`src/sv/phq_pkg.sv`:
```
// Shared types and constants for the priority bucket queue.
package phq_pkg;

  localparam int REQ_ID_W   = 32;
  localparam int HANDLE_W   = 16;
  localparam int STATUS_W   = 2;
  localparam int BUCKET_W   = 4;
  localparam int TOTAL_W    = 8;
  localparam int URGENT_Q_W = 5;

  localparam logic OP_ENQ = 1'b0;
  localparam logic OP_DEQ = 1'b1;

  localparam logic [STATUS_W-1:0] STS_OK    = 2'd0;
  localparam logic [STATUS_W-1:0] STS_EMPTY = 2'd1;
  localparam logic [STATUS_W-1:0] STS_FULL  = 2'd2;

  typedef struct packed {
    logic accept;
    logic store_rd;
    logic commit;
  } ctrl_cmd_t;

  typedef struct packed {
    logic is_deq;
    logic fifo_empty;
    logic out_free;
  } dp_stat_t;

endpackage

```
`src/sv/phq_req_if.sv`:
```
// Request channel interface of the priority bucket queue.
interface phq_req_if;
  logic                          valid;
  logic                          ready;
  logic                          op;
  logic [phq_pkg::REQ_ID_W-1:0]  req_id;
  logic                          urgent;
  logic [phq_pkg::HANDLE_W-1:0]  handle;

  modport source (output valid, op, req_id, urgent, handle, input ready);
  modport sink (input valid, op, req_id, urgent, handle, output ready);
endinterface

```
`src/sv/phq_rsp_if.sv`:
```
// Result channel interface of the priority bucket queue.
interface phq_rsp_if;
  logic                            valid;
  logic                            ready;
  logic [phq_pkg::STATUS_W-1:0]    status;
  logic [phq_pkg::HANDLE_W-1:0]    out_handle;
  logic [phq_pkg::BUCKET_W-1:0]    bucket;
  logic [phq_pkg::TOTAL_W-1:0]     total_queued;
  logic [phq_pkg::URGENT_Q_W-1:0]  urgent_queued;

  modport source (output valid, status, out_handle, bucket, total_queued, urgent_queued,
                  input ready);
  modport sink (input valid, status, out_handle, bucket, total_queued, urgent_queued,
                output ready);
endinterface

```
`src/sv/phq_ctrl.sv`:
```
// Sequencing state machine of the priority bucket queue.
module phq_ctrl (
  input  logic                clk,
  input  logic                rst_n,
  input  logic                in_valid,
  output logic                in_ready,
  output phq_pkg::ctrl_cmd_t  cmd,
  input  phq_pkg::dp_stat_t   stat
);

  typedef enum logic [1:0] {ST_IDLE, ST_META, ST_POP} state_t;

  state_t state_r;
  logic   in_ready_r;
  logic   pop_go;
  logic   commit_go;

  always_comb begin
    pop_go    = (state_r == ST_META) && stat.is_deq && !stat.fifo_empty;
    commit_go = stat.out_free &&
                (((state_r == ST_META) && !(stat.is_deq && !stat.fifo_empty)) ||
                 (state_r == ST_POP));
    cmd.accept   = in_valid && in_ready_r;
    cmd.store_rd = pop_go;
    cmd.commit   = commit_go;
  end

  assign in_ready = in_ready_r;

  always_ff @(posedge clk) begin
    if (!rst_n) begin
      state_r    <= ST_IDLE;
      in_ready_r <= 1'b0;
    end else begin
      unique case (state_r)
        ST_IDLE: begin
          if (in_valid && in_ready_r) begin
            state_r    <= ST_META;
            in_ready_r <= 1'b0;
          end else begin
            in_ready_r <= 1'b1;
          end
        end
        ST_META: begin
          if (pop_go) begin
            state_r <= ST_POP;
          end else if (commit_go) begin
            state_r    <= ST_IDLE;
            in_ready_r <= 1'b1;
          end
        end
        ST_POP: begin
          if (commit_go) begin
            state_r    <= ST_IDLE;
            in_ready_r <= 1'b1;
          end
        end
        default: begin
          state_r    <= ST_IDLE;
          in_ready_r <= 1'b0;
        end
      endcase
    end
  end

endmodule

```
`src/sv/phq_dp.sv`:
```
// Datapath of the priority bucket queue: counters, FIFO state and handle store.
module phq_dp #(
  parameter int BUCKETS     = 8,
  parameter int FIFO_DEPTH  = 16,
  parameter int HANDLE_BITS = 16
) (
  input  logic                              clk,
  input  logic                              rst_n,
  input  phq_pkg::ctrl_cmd_t                cmd,
  output phq_pkg::dp_stat_t                 stat,
  input  logic                              in_op,
  input  logic [phq_pkg::REQ_ID_W-1:0]      in_req_id,
  input  logic                              in_urgent,
  input  logic [phq_pkg::HANDLE_W-1:0]      in_handle,
  input  logic                              out_ready,
  output logic                              out_valid,
  output logic [phq_pkg::STATUS_W-1:0]      out_status,
  output logic [phq_pkg::HANDLE_W-1:0]      out_handle,
  output logic [phq_pkg::BUCKET_W-1:0]      out_bucket,
  output logic [phq_pkg::TOTAL_W-1:0]       out_total,
  output logic [phq_pkg::URGENT_Q_W-1:0]    out_urgent
);

  localparam int NFIFO  = BUCKETS + 1;
  localparam int IW     = $clog2(NFIFO);
  localparam int PW     = $clog2(FIFO_DEPTH);
  localparam int FW     = $clog2(FIFO_DEPTH + 1);
  localparam int TW     = $clog2(NFIFO * FIFO_DEPTH + 1);
  localparam int SW     = (HANDLE_BITS < phq_pkg::HANDLE_W) ? HANDLE_BITS : phq_pkg::HANDLE_W;
  localparam int AW     = IW + PW;
  localparam int SDEPTH = NFIFO * (1 << PW);

  localparam logic [IW-1:0] URG_IDX = IW'(BUCKETS);
  localparam logic [IW-1:0] BMASK   = IW'(BUCKETS - 1);
  localparam logic [FW-1:0] DEPTH_F = FW'(FIFO_DEPTH);
  localparam logic [FW:0]   DEPTH_S = (FW + 1)'(FIFO_DEPTH);
  localparam logic [PW-1:0] LAST_H  = PW'(FIFO_DEPTH - 1);

  // Request latched at accept.
  logic          op_r;
  logic [IW-1:0] idx_r;
  logic [SW-1:0] hdl_r;

  // Per-FIFO read position and fill, with a valid bit per FIFO.
  logic [PW-1:0]    head_mem [NFIFO];
  logic [FW-1:0]    fill_mem [NFIFO];
  logic [NFIFO-1:0] meta_vld_r;
  logic [PW-1:0]    head_q_r;
  logic [FW-1:0]    fill_q_r;

  logic [SW-1:0] store_mem [SDEPTH];
  logic [SW-1:0] store_q_r;

  logic [TW-1:0] total_r;
  logic [FW-1:0] urg_cnt_r;
  logic [IW-1:0] rr_r;

  logic                            out_valid_r;
  logic [phq_pkg::STATUS_W-1:0]    out_status_r;
  logic [phq_pkg::HANDLE_W-1:0]    out_handle_r;
  logic [phq_pkg::BUCKET_W-1:0]    out_bucket_r;
  logic [phq_pkg::TOTAL_W-1:0]     out_total_r;
  logic [phq_pkg::URGENT_Q_W-1:0]  out_urgent_r;

  logic [IW-1:0]                idx_sel;
  logic [FW:0]                  pos_sum;
  logic [PW-1:0]                pos_wr;
  logic [PW-1:0]                head_inc;
  logic                         fifo_full;
  logic                         fifo_empty;
  logic                         chose_urg;
  logic [IW-1:0]                rr_inc;
  logic [phq_pkg::STATUS_W-1:0] status_nxt;
  logic [SW-1:0]                hdl_out;
  logic                         meta_we;
  logic                         store_we;
  logic [PW-1:0]                head_nxt;
  logic [FW-1:0]                fill_nxt;
  logic [TW-1:0]                total_nxt;
  logic [FW-1:0]                urg_cnt_nxt;
  logic [IW-1:0]                rr_nxt;

  always_comb begin
    if (in_op == phq_pkg::OP_DEQ) begin
      idx_sel = (urg_cnt_r != '0) ? URG_IDX : rr_r;
    end else begin
      idx_sel = in_urgent ? URG_IDX : (in_req_id[IW-1:0] & BMASK);
    end
  end

  always_comb begin
    pos_sum    = (FW + 1)'(head_q_r) + (FW + 1)'(fill_q_r);
    pos_wr     = (pos_sum >= DEPTH_S) ? PW'(pos_sum - DEPTH_S) : PW'(pos_sum);
    head_inc   = (head_q_r == LAST_H) ? '0 : head_q_r + PW'(1);
    fifo_full  = (fill_q_r == DEPTH_F);
    fifo_empty = (fill_q_r == '0);
    chose_urg  = (urg_cnt_r != '0);
    rr_inc     = (rr_r + IW'(1)) & BMASK;
  end

  always_comb begin
    status_nxt  = phq_pkg::STS_OK;
    hdl_out     = '0;
    meta_we     = 1'b0;
    store_we    = 1'b0;
    head_nxt    = head_q_r;
    fill_nxt    = fill_q_r;
    total_nxt   = total_r;
    urg_cnt_nxt = urg_cnt_r;
    rr_nxt      = rr_r;
    if (op_r == phq_pkg::OP_ENQ) begin
      if (fifo_full) begin
        status_nxt = phq_pkg::STS_FULL;
      end else begin
        store_we  = 1'b1;
        meta_we   = 1'b1;
        fill_nxt  = fill_q_r + FW'(1);
        total_nxt = total_r + TW'(1);
        if (total_r == '0) begin
          rr_nxt = idx_r;
        end
        if (idx_r == URG_IDX) begin
          urg_cnt_nxt = urg_cnt_r + FW'(1);
        end
      end
    end else begin
      if (!chose_urg) begin
        rr_nxt = rr_inc;
      end
      if (fifo_empty) begin
        status_nxt = phq_pkg::STS_EMPTY;
      end else begin
        hdl_out  = store_q_r;
        meta_we  = 1'b1;
        head_nxt = head_inc;
        fill_nxt = fill_q_r - FW'(1);
        if (total_r != '0) begin
          total_nxt = total_r - TW'(1);
        end
        if ((idx_r == URG_IDX) && chose_urg) begin
          urg_cnt_nxt = urg_cnt_r - FW'(1);
        end
      end
    end
  end

  always_comb begin
    stat.is_deq     = (op_r == phq_pkg::OP_DEQ);
    stat.fifo_empty = fifo_empty;
    stat.out_free   = !out_valid_r || out_ready;
  end

  always_ff @(posedge clk) begin
    if (!rst_n) begin
      meta_vld_r  <= '0;
      total_r     <= '0;
      urg_cnt_r   <= '0;
      rr_r        <= '0;
      out_valid_r <= 1'b0;
    end else begin
      if (cmd.commit) begin
        total_r     <= total_nxt;
        urg_cnt_r   <= urg_cnt_nxt;
        rr_r        <= rr_nxt;
        out_valid_r <= 1'b1;
        if (meta_we) begin
          meta_vld_r[idx_r] <= 1'b1;
        end
      end else if (out_ready) begin
        out_valid_r <= 1'b0;
      end
    end
  end

  always_ff @(posedge clk) begin
    if (cmd.accept) begin
      op_r     <= in_op;
      idx_r    <= idx_sel;
      hdl_r    <= in_handle[SW-1:0];
      head_q_r <= meta_vld_r[idx_sel] ? head_mem[idx_sel] : '0;
      fill_q_r <= meta_vld_r[idx_sel] ? fill_mem[idx_sel] : '0;
    end
    if (cmd.commit && meta_we) begin
      head_mem[idx_r] <= head_nxt;
      fill_mem[idx_r] <= fill_nxt;
    end
  end

  always_ff @(posedge clk) begin
    if (cmd.commit && store_we) begin
      store_mem[AW'({idx_r, pos_wr})] <= hdl_r;
    end
    if (cmd.store_rd) begin
      store_q_r <= store_mem[AW'({idx_r, head_q_r})];
    end
  end

  always_ff @(posedge clk) begin
    if (cmd.commit) begin
      out_status_r <= status_nxt;
      out_handle_r <= phq_pkg::HANDLE_W'(hdl_out);
      out_bucket_r <= phq_pkg::BUCKET_W'(idx_r);
      out_total_r  <= phq_pkg::TOTAL_W'(total_nxt);
      out_urgent_r <= phq_pkg::URGENT_Q_W'(urg_cnt_nxt);
    end
  end

  assign out_valid  = out_valid_r;
  assign out_status = out_status_r;
  assign out_handle = out_handle_r;
  assign out_bucket = out_bucket_r;
  assign out_total  = out_total_r;
  assign out_urgent = out_urgent_r;

endmodule

```
`src/sv/priority_hashed_bucket_queue.sv`:
```
// Top level of the priority bucket queue: strict-priority urgent FIFO over round-robin buckets.
//
//   Channel   Dir  Handshake      Word
//   in_req    in   valid/ready    op, req_id, urgent, handle
//   out_rsp   out  valid/ready    status, out_handle, bucket, total_queued, urgent_queued
//
// An enqueue or an empty dequeue goes from idle through the meta state; a dequeue that pops
// a handle adds the pop state, with the FIFO state read at accept and the store read in meta.
// Each word produces exactly one result word in a registered output stage.
// A new word is accepted while the previous result still waits in the output stage.
// A stalled output holds the next result back in the datapath until the stage frees up.
// Reset is synchronous and clears all counters and FIFO valid bits at once.
module priority_hashed_bucket_queue #(
  parameter int BUCKETS     = 8,
  parameter int FIFO_DEPTH  = 16,
  parameter int HANDLE_BITS = 16
) (
  input  logic       clk,
  input  logic       rst_n,
  phq_req_if.sink    in_req,
  phq_rsp_if.source  out_rsp
);

  phq_pkg::ctrl_cmd_t cmd;
  phq_pkg::dp_stat_t  stat;

  phq_ctrl u_ctrl (
    .clk      (clk),
    .rst_n    (rst_n),
    .in_valid (in_req.valid),
    .in_ready (in_req.ready),
    .cmd      (cmd),
    .stat     (stat)
  );

  phq_dp #(
    .BUCKETS     (BUCKETS),
    .FIFO_DEPTH  (FIFO_DEPTH),
    .HANDLE_BITS (HANDLE_BITS)
  ) u_dp (
    .clk        (clk),
    .rst_n      (rst_n),
    .cmd        (cmd),
    .stat       (stat),
    .in_op      (in_req.op),
    .in_req_id  (in_req.req_id),
    .in_urgent  (in_req.urgent),
    .in_handle  (in_req.handle),
    .out_ready  (out_rsp.ready),
    .out_valid  (out_rsp.valid),
    .out_status (out_rsp.status),
    .out_handle (out_rsp.out_handle),
    .out_bucket (out_rsp.bucket),
    .out_total  (out_rsp.total_queued),
    .out_urgent (out_rsp.urgent_queued)
  );

endmodule

```
`src/flat_wrapper.sv`:
```
// flat-port wrapper written by rule: the top's interface ports become plain ports
module priority_hashed_bucket_queue_flat 
#(
  parameter int BUCKETS     = 8,
  parameter int FIFO_DEPTH  = 16,
  parameter int HANDLE_BITS = 16
)
  (clk, rst_n, in_req_valid, in_req_op, in_req_req_id, in_req_urgent, in_req_handle, in_req_ready, out_rsp_valid, out_rsp_status, out_rsp_out_handle, out_rsp_bucket, out_rsp_total_queued, out_rsp_urgent_queued, out_rsp_ready);
  phq_req_if in_req_i ();
  phq_rsp_if out_rsp_i ();
  input  logic clk;
  input  logic rst_n;
  input wire logic [$bits(in_req_i.valid)-1:0] in_req_valid;
  input wire logic [$bits(in_req_i.op)-1:0] in_req_op;
  input wire logic [$bits(in_req_i.req_id)-1:0] in_req_req_id;
  input wire logic [$bits(in_req_i.urgent)-1:0] in_req_urgent;
  input wire logic [$bits(in_req_i.handle)-1:0] in_req_handle;
  output wire logic [$bits(in_req_i.ready)-1:0] in_req_ready;
  output wire logic [$bits(out_rsp_i.valid)-1:0] out_rsp_valid;
  output wire logic [$bits(out_rsp_i.status)-1:0] out_rsp_status;
  output wire logic [$bits(out_rsp_i.out_handle)-1:0] out_rsp_out_handle;
  output wire logic [$bits(out_rsp_i.bucket)-1:0] out_rsp_bucket;
  output wire logic [$bits(out_rsp_i.total_queued)-1:0] out_rsp_total_queued;
  output wire logic [$bits(out_rsp_i.urgent_queued)-1:0] out_rsp_urgent_queued;
  input wire logic [$bits(out_rsp_i.ready)-1:0] out_rsp_ready;
  assign in_req_i.valid = in_req_valid;
  assign in_req_i.op = in_req_op;
  assign in_req_i.req_id = in_req_req_id;
  assign in_req_i.urgent = in_req_urgent;
  assign in_req_i.handle = in_req_handle;
  assign in_req_ready = in_req_i.ready;
  assign out_rsp_valid = out_rsp_i.valid;
  assign out_rsp_status = out_rsp_i.status;
  assign out_rsp_out_handle = out_rsp_i.out_handle;
  assign out_rsp_bucket = out_rsp_i.bucket;
  assign out_rsp_total_queued = out_rsp_i.total_queued;
  assign out_rsp_urgent_queued = out_rsp_i.urgent_queued;
  assign out_rsp_i.ready = out_rsp_ready;
  priority_hashed_bucket_queue #(.BUCKETS(BUCKETS), .FIFO_DEPTH(FIFO_DEPTH), .HANDLE_BITS(HANDLE_BITS)) u_core (.clk(clk), .rst_n(rst_n), .in_req(in_req_i), .out_rsp(out_rsp_i));
endmodule
```
`config.mk`:
```
export PLATFORM = sky130hd
export DESIGN_NAME = priority_hashed_bucket_queue_flat
export DESIGN_NICKNAME = d
export VERILOG_FILES = /design/src/sv/phq_pkg.sv /design/src/sv/phq_req_if.sv /design/src/sv/phq_rsp_if.sv /design/src/sv/phq_ctrl.sv /design/src/sv/phq_dp.sv /design/src/sv/priority_hashed_bucket_queue.sv /design/src/flat_wrapper.sv
export SDC_FILE = /design/constraint.sdc
export NUM_CORES = 2
export LEC_CHECK = 0
export BUFFER_PORTS_ARGS = -buffer_cell sky130_fd_sc_hd__buf_2
export CORE_MARGIN = 2
export CORE_UTILIZATION = 55
export DETAILED_ROUTE_END_ITERATION = 16
export PLACE_DENSITY = 0.71
export SKIP_CTS_REPAIR_TIMING = 1
export SLEW_MARGIN = 20
export SYNTH_ARGS = -nofsm -noshare
export SYNTH_HDL_FRONTEND = slang
export SYNTH_SLANG_ARGS = --single-unit
```
`constraint.sdc`:
```
create_clock -name clk -period 3.98 [get_ports clk]
set_clock_uncertainty 0.1 [all_clocks]
set_input_delay 0.796 -clock clk [delete_from_list [all_inputs] [get_ports clk]]
set_output_delay 0.796 -clock clk [all_outputs]
set_load 0.03 [all_outputs]
```
==> results.cfg <==
[outcome]
run_status = completed

[route]
detail_route.drc_violations = 0
post_drt_via_cell_ratio = 6.53
drt.antenna.violating_nets = 0
detail_route.first_pass.iterations = 6
routed_wirelength_um = 238000
dr_total_vias = 48200
detail_route.iter0.violations = 6951
wl_per_cell_um = 32.3

[setup_path]
worst-endpoint-arrival_ns = 4.50
rrSetupSlack_ns = 0.008
path_max_fanout = 114
timing.critical_path.from_type = flop
worst_setup_path_end_kind = flop
timing_worst_setup_path_type = reg2reg
worst_ep_required_time_ns = 4.51

[flow_run]
number_of_maximum_capacitance_violations = 0

[yosys]
ys_ff_latch = 2496
synth_flop_cell = sky130_fd_sc_hd__edfxtp_1
syn_area_per_cell_um2 = 22.1
asyncSetResetFlopFracSynth_pct = 0
synth_nets = 4454
post_synth_instance_area_mm2 = 0.0967
postSynthCellCount = 4381
yosysSeqAreaShare_pct = 77.2
synth_edf_count = 2466
netlist-cell-type-count = 85
synthesis.yosys.warnings = 0

[die]
placement_rows = 153
io_pins = 91
die_area_mm2 = 0.179
coreArea_mm2 = 0.174
die_width_um = 423
die_height_um = 423
starting_density_of_the_core_pct = 55.5

[grt]
gr-total-overflow = 0
grt_start_max_net_pins = 145
grt_pass1_vias = 47900
grt_pass1_wl_um = 341000
antenna_violations_before_repair = 7
grt_util_all_layers_pct = 26.7

[pwr]
vdd.ir_drop.worst_uv = 421
leakagePower_nw = 35.1
p_total_w = 0.0548
power.density_cell_area_mw_per_mm2 = 499

[layout]
filler_cell_count = 11400
layout.cells.most_common = sky130_fd_sc_hd__edfxtp_1
layout.nets = 4925
final_cell_mix = sky130_fd_sc_hd__edfxtp_1 (2466), sky130_fd_sc_hd__mux4_2 (609), sky130_fd_sc_hd__buf_4 (315)
final_util_pct = 63.1
synth_to_final_area_change_pct = 13.8
final-seq-area_mm2 = 0.0747
drive_above_1_share_pct = 28.2
multi_input_area_mm2 = 0.0206

[sta]
final_hold_viol_count = 0
maxSlewViolCount = 0
shortest_period_the_worst_path_allows_ns = 3.97
max-slew-margin-rel_pct = 24.6
max_slew.worst_pin.slew_ns = 1.13
layout_worst_path_cycle_share_pct = 99.8
setup_viol = 0
fmaxAchievable_mhz = 252
totalNegativeSetupSlack_ns = 0
rsz0062_at_grt = no
post_layout_worst_setup_margin_ns = 0.00799

[place]
gpl.final_weighted_congestion = 0.875
io_buffer_count = 61
hpwl_um = 140000
placement.setup.worst_slack_ns = 0.136

[cts]
tritoncts.num_buffers = 236
maximum_number_of_buffers_from_clock_root_to_sink = 3
clock_sink_count = 2496
clock_tree.root_cell = sky130_fd_sc_hd__clkbuf_16
htree_levels = 4
clkSlewWorstSetupHoldPaths_ns = 0.06
clock_latency_ns = 0.88
cts_tree = built

[hold_path]
hp-class = in2reg
-- worst max-delay path, stage by stage, from the launching register on --
cell and delay (ns):
sky130_fd_sc_hd__edfxtp_1 0.69, sky130_fd_sc_hd__buf_12 0.58, sky130_fd_sc_hd__buf_4 0.36, sky130_fd_sc_hd__mux4_2 0.34, sky130_fd_sc_hd__mux2i_1 0.50, sky130_fd_sc_hd__o22ai_1 0.17
sky130_fd_sc_hd__nor4_2 0.51, sky130_fd_sc_hd__buf_4 0.24, sky130_fd_sc_hd__o21ai_1 0.07
-- cell type report --
type	count	area share (%)
sequential	2496	67.9
multi-input combinational	1632	18.7
clock buffer	299	5.62
timing repair buffer	464	3.87
tap	2325	2.64
clock inverter	137	1.15
inverter	22	0.0910
antenna	3	0.00682
-- cells by family after synthesis --
group / synth area share [%]
adder cells (fa/ha/maj): 0.254
XOR/XNOR: 0.145
flip-flops: 77.2
buffers and inverters: 1.49
AO/OA/AOI/OAI: 2.56
multiplexers: 16.2
AND/OR/NAND/NOR: 2.15
-- layer usage --
layer	GRT usage (%)	vias to the layer above	part of all wire, %
li1	-	19400	-
met1	37.2	25600	38
met2	41.7	2708	48
met3	6.40	432	10
met4	9.52	4	3.8
met5	0	-	0.014
-- state kept, by name, indices dropped and copies added, names as in the netlist, 5 cells and up --
name and cells:
u_core.u_dp.store_q_r 16, u_core.u_dp.out_total 8, u_core.u_dp.out_urgent 5, u_core.u_dp.hdl_r 16
u_core.u_dp.fill_q_r 5, u_core.u_dp.urg_cnt_r 5, u_core.u_dp.total_r 8, u_core.u_dp.head_mem 36
u_core.u_dp.store_mem 2304, u_core.u_dp.out_handle 16, u_core.u_dp.fill_mem 45, u_core.u_dp.meta_vld_r 9
-- synthesized netlist by cell type, types with 8 or more instances --
| cell type | n | area share (%) |
|---|---|---|
| sky130_fd_sc_hd__mux2i_1 | 178 | 1.8 |
| sky130_fd_sc_hd__buf_6 | 34 | 0.40 |
| sky130_fd_sc_hd__a21o_1 | 11 | 0.085 |
| sky130_fd_sc_hd__o21a_1 | 10 | 0.078 |
| sky130_fd_sc_hd__clkbuf_1 | 82 | 0.32 |
| sky130_fd_sc_hd__a221oi_1 | 31 | 0.28 |
| sky130_fd_sc_hd__nor3_1 | 15 | 0.078 |
| sky130_fd_sc_hd__edfxtp_1 | 2466 | 77 |
| sky130_fd_sc_hd__a31oi_1 | 19 | 0.12 |
| sky130_fd_sc_hd__o21ai_0 | 21 | 0.11 |
| sky130_fd_sc_hd__xnor2_1 | 12 | 0.11 |
| sky130_fd_sc_hd__o22ai_1 | 48 | 0.31 |
| sky130_fd_sc_hd__mux4_2 | 609 | 14 |
| sky130_fd_sc_hd__a22oi_1 | 56 | 0.43 |
| sky130_fd_sc_hd__dfxtp_1 | 30 | 0.62 |
| sky130_fd_sc_hd__nor4_1 | 11 | 0.071 |
| sky130_fd_sc_hd__ha_1 | 18 | 0.23 |
| sky130_fd_sc_hd__nand3_1 | 26 | 0.13 |
| sky130_fd_sc_hd__nand2_1 | 126 | 0.49 |
| sky130_fd_sc_hd__buf_2 | 62 | 0.32 |
| sky130_fd_sc_hd__inv_1 | 17 | 0.066 |
| sky130_fd_sc_hd__and2_1 | 8 | 0.052 |
| sky130_fd_sc_hd__nor2b_1 | 15 | 0.097 |
| sky130_fd_sc_hd__and3_1 | 20 | 0.13 |
| sky130_fd_sc_hd__o21ai_1 | 12 | 0.062 |
| sky130_fd_sc_hd__buf_4 | 28 | 0.22 |
| sky130_fd_sc_hd__a21oi_1 | 42 | 0.22 |
| sky130_fd_sc_hd__nor2_1 | 188 | 0.73 |
| sky130_fd_sc_hd__a22o_1 | 22 | 0.20 |
| sky130_fd_sc_hd__buf_1 | 21 | 0.082 |
| sky130_fd_sc_hd__mux2_2 | 13 | 0.15 |
| sky130_fd_sc_hd__o211ai_1 | 15 | 0.12 |
-- path summary, 6_finish.rpt --
check / cells after the start / start / to
setup / recovery: 8 / u_core.u_dp.head_q_r[1] / u_core.u_dp.store_q_r[5]
hold reg to reg: 1 / u_core.u_dp.meta_vld_r[1] / u_core.u_dp.meta_vld_r[1]
hold / removal: 1 / in_req_op / u_core.u_dp.op_r
setup reg to reg: 8 / u_core.u_dp.head_q_r[1] / u_core.u_dp.store_q_r[5]
-- metrics by stage --
step / instance area [um^2] / cells / hold WS, ns
after floorplan: 96700 / 4381 / 0.324
after global placement: 102000 / 6921 / 0.343
after detailed placement: 102000 / 6923 / 0.351
after CTS: 110000 / 7359 / -0.0781
after global routing: 110000 / 7376 / 0.0794
final: 110000 / 7378 / 0.102
-- power breakdown --
| part | switching [W] | internal (W) | leakage (nW) |
|---|---|---|---|
| combinational | 0.00256 | 0.00153 | 9.05 |
| sequential | 0.000109 | 0.0291 | 22.4 |
| clock | 0.00961 | 0.0119 | 3.62 |
No activity file was read; power rests on OpenSTA's default activity.
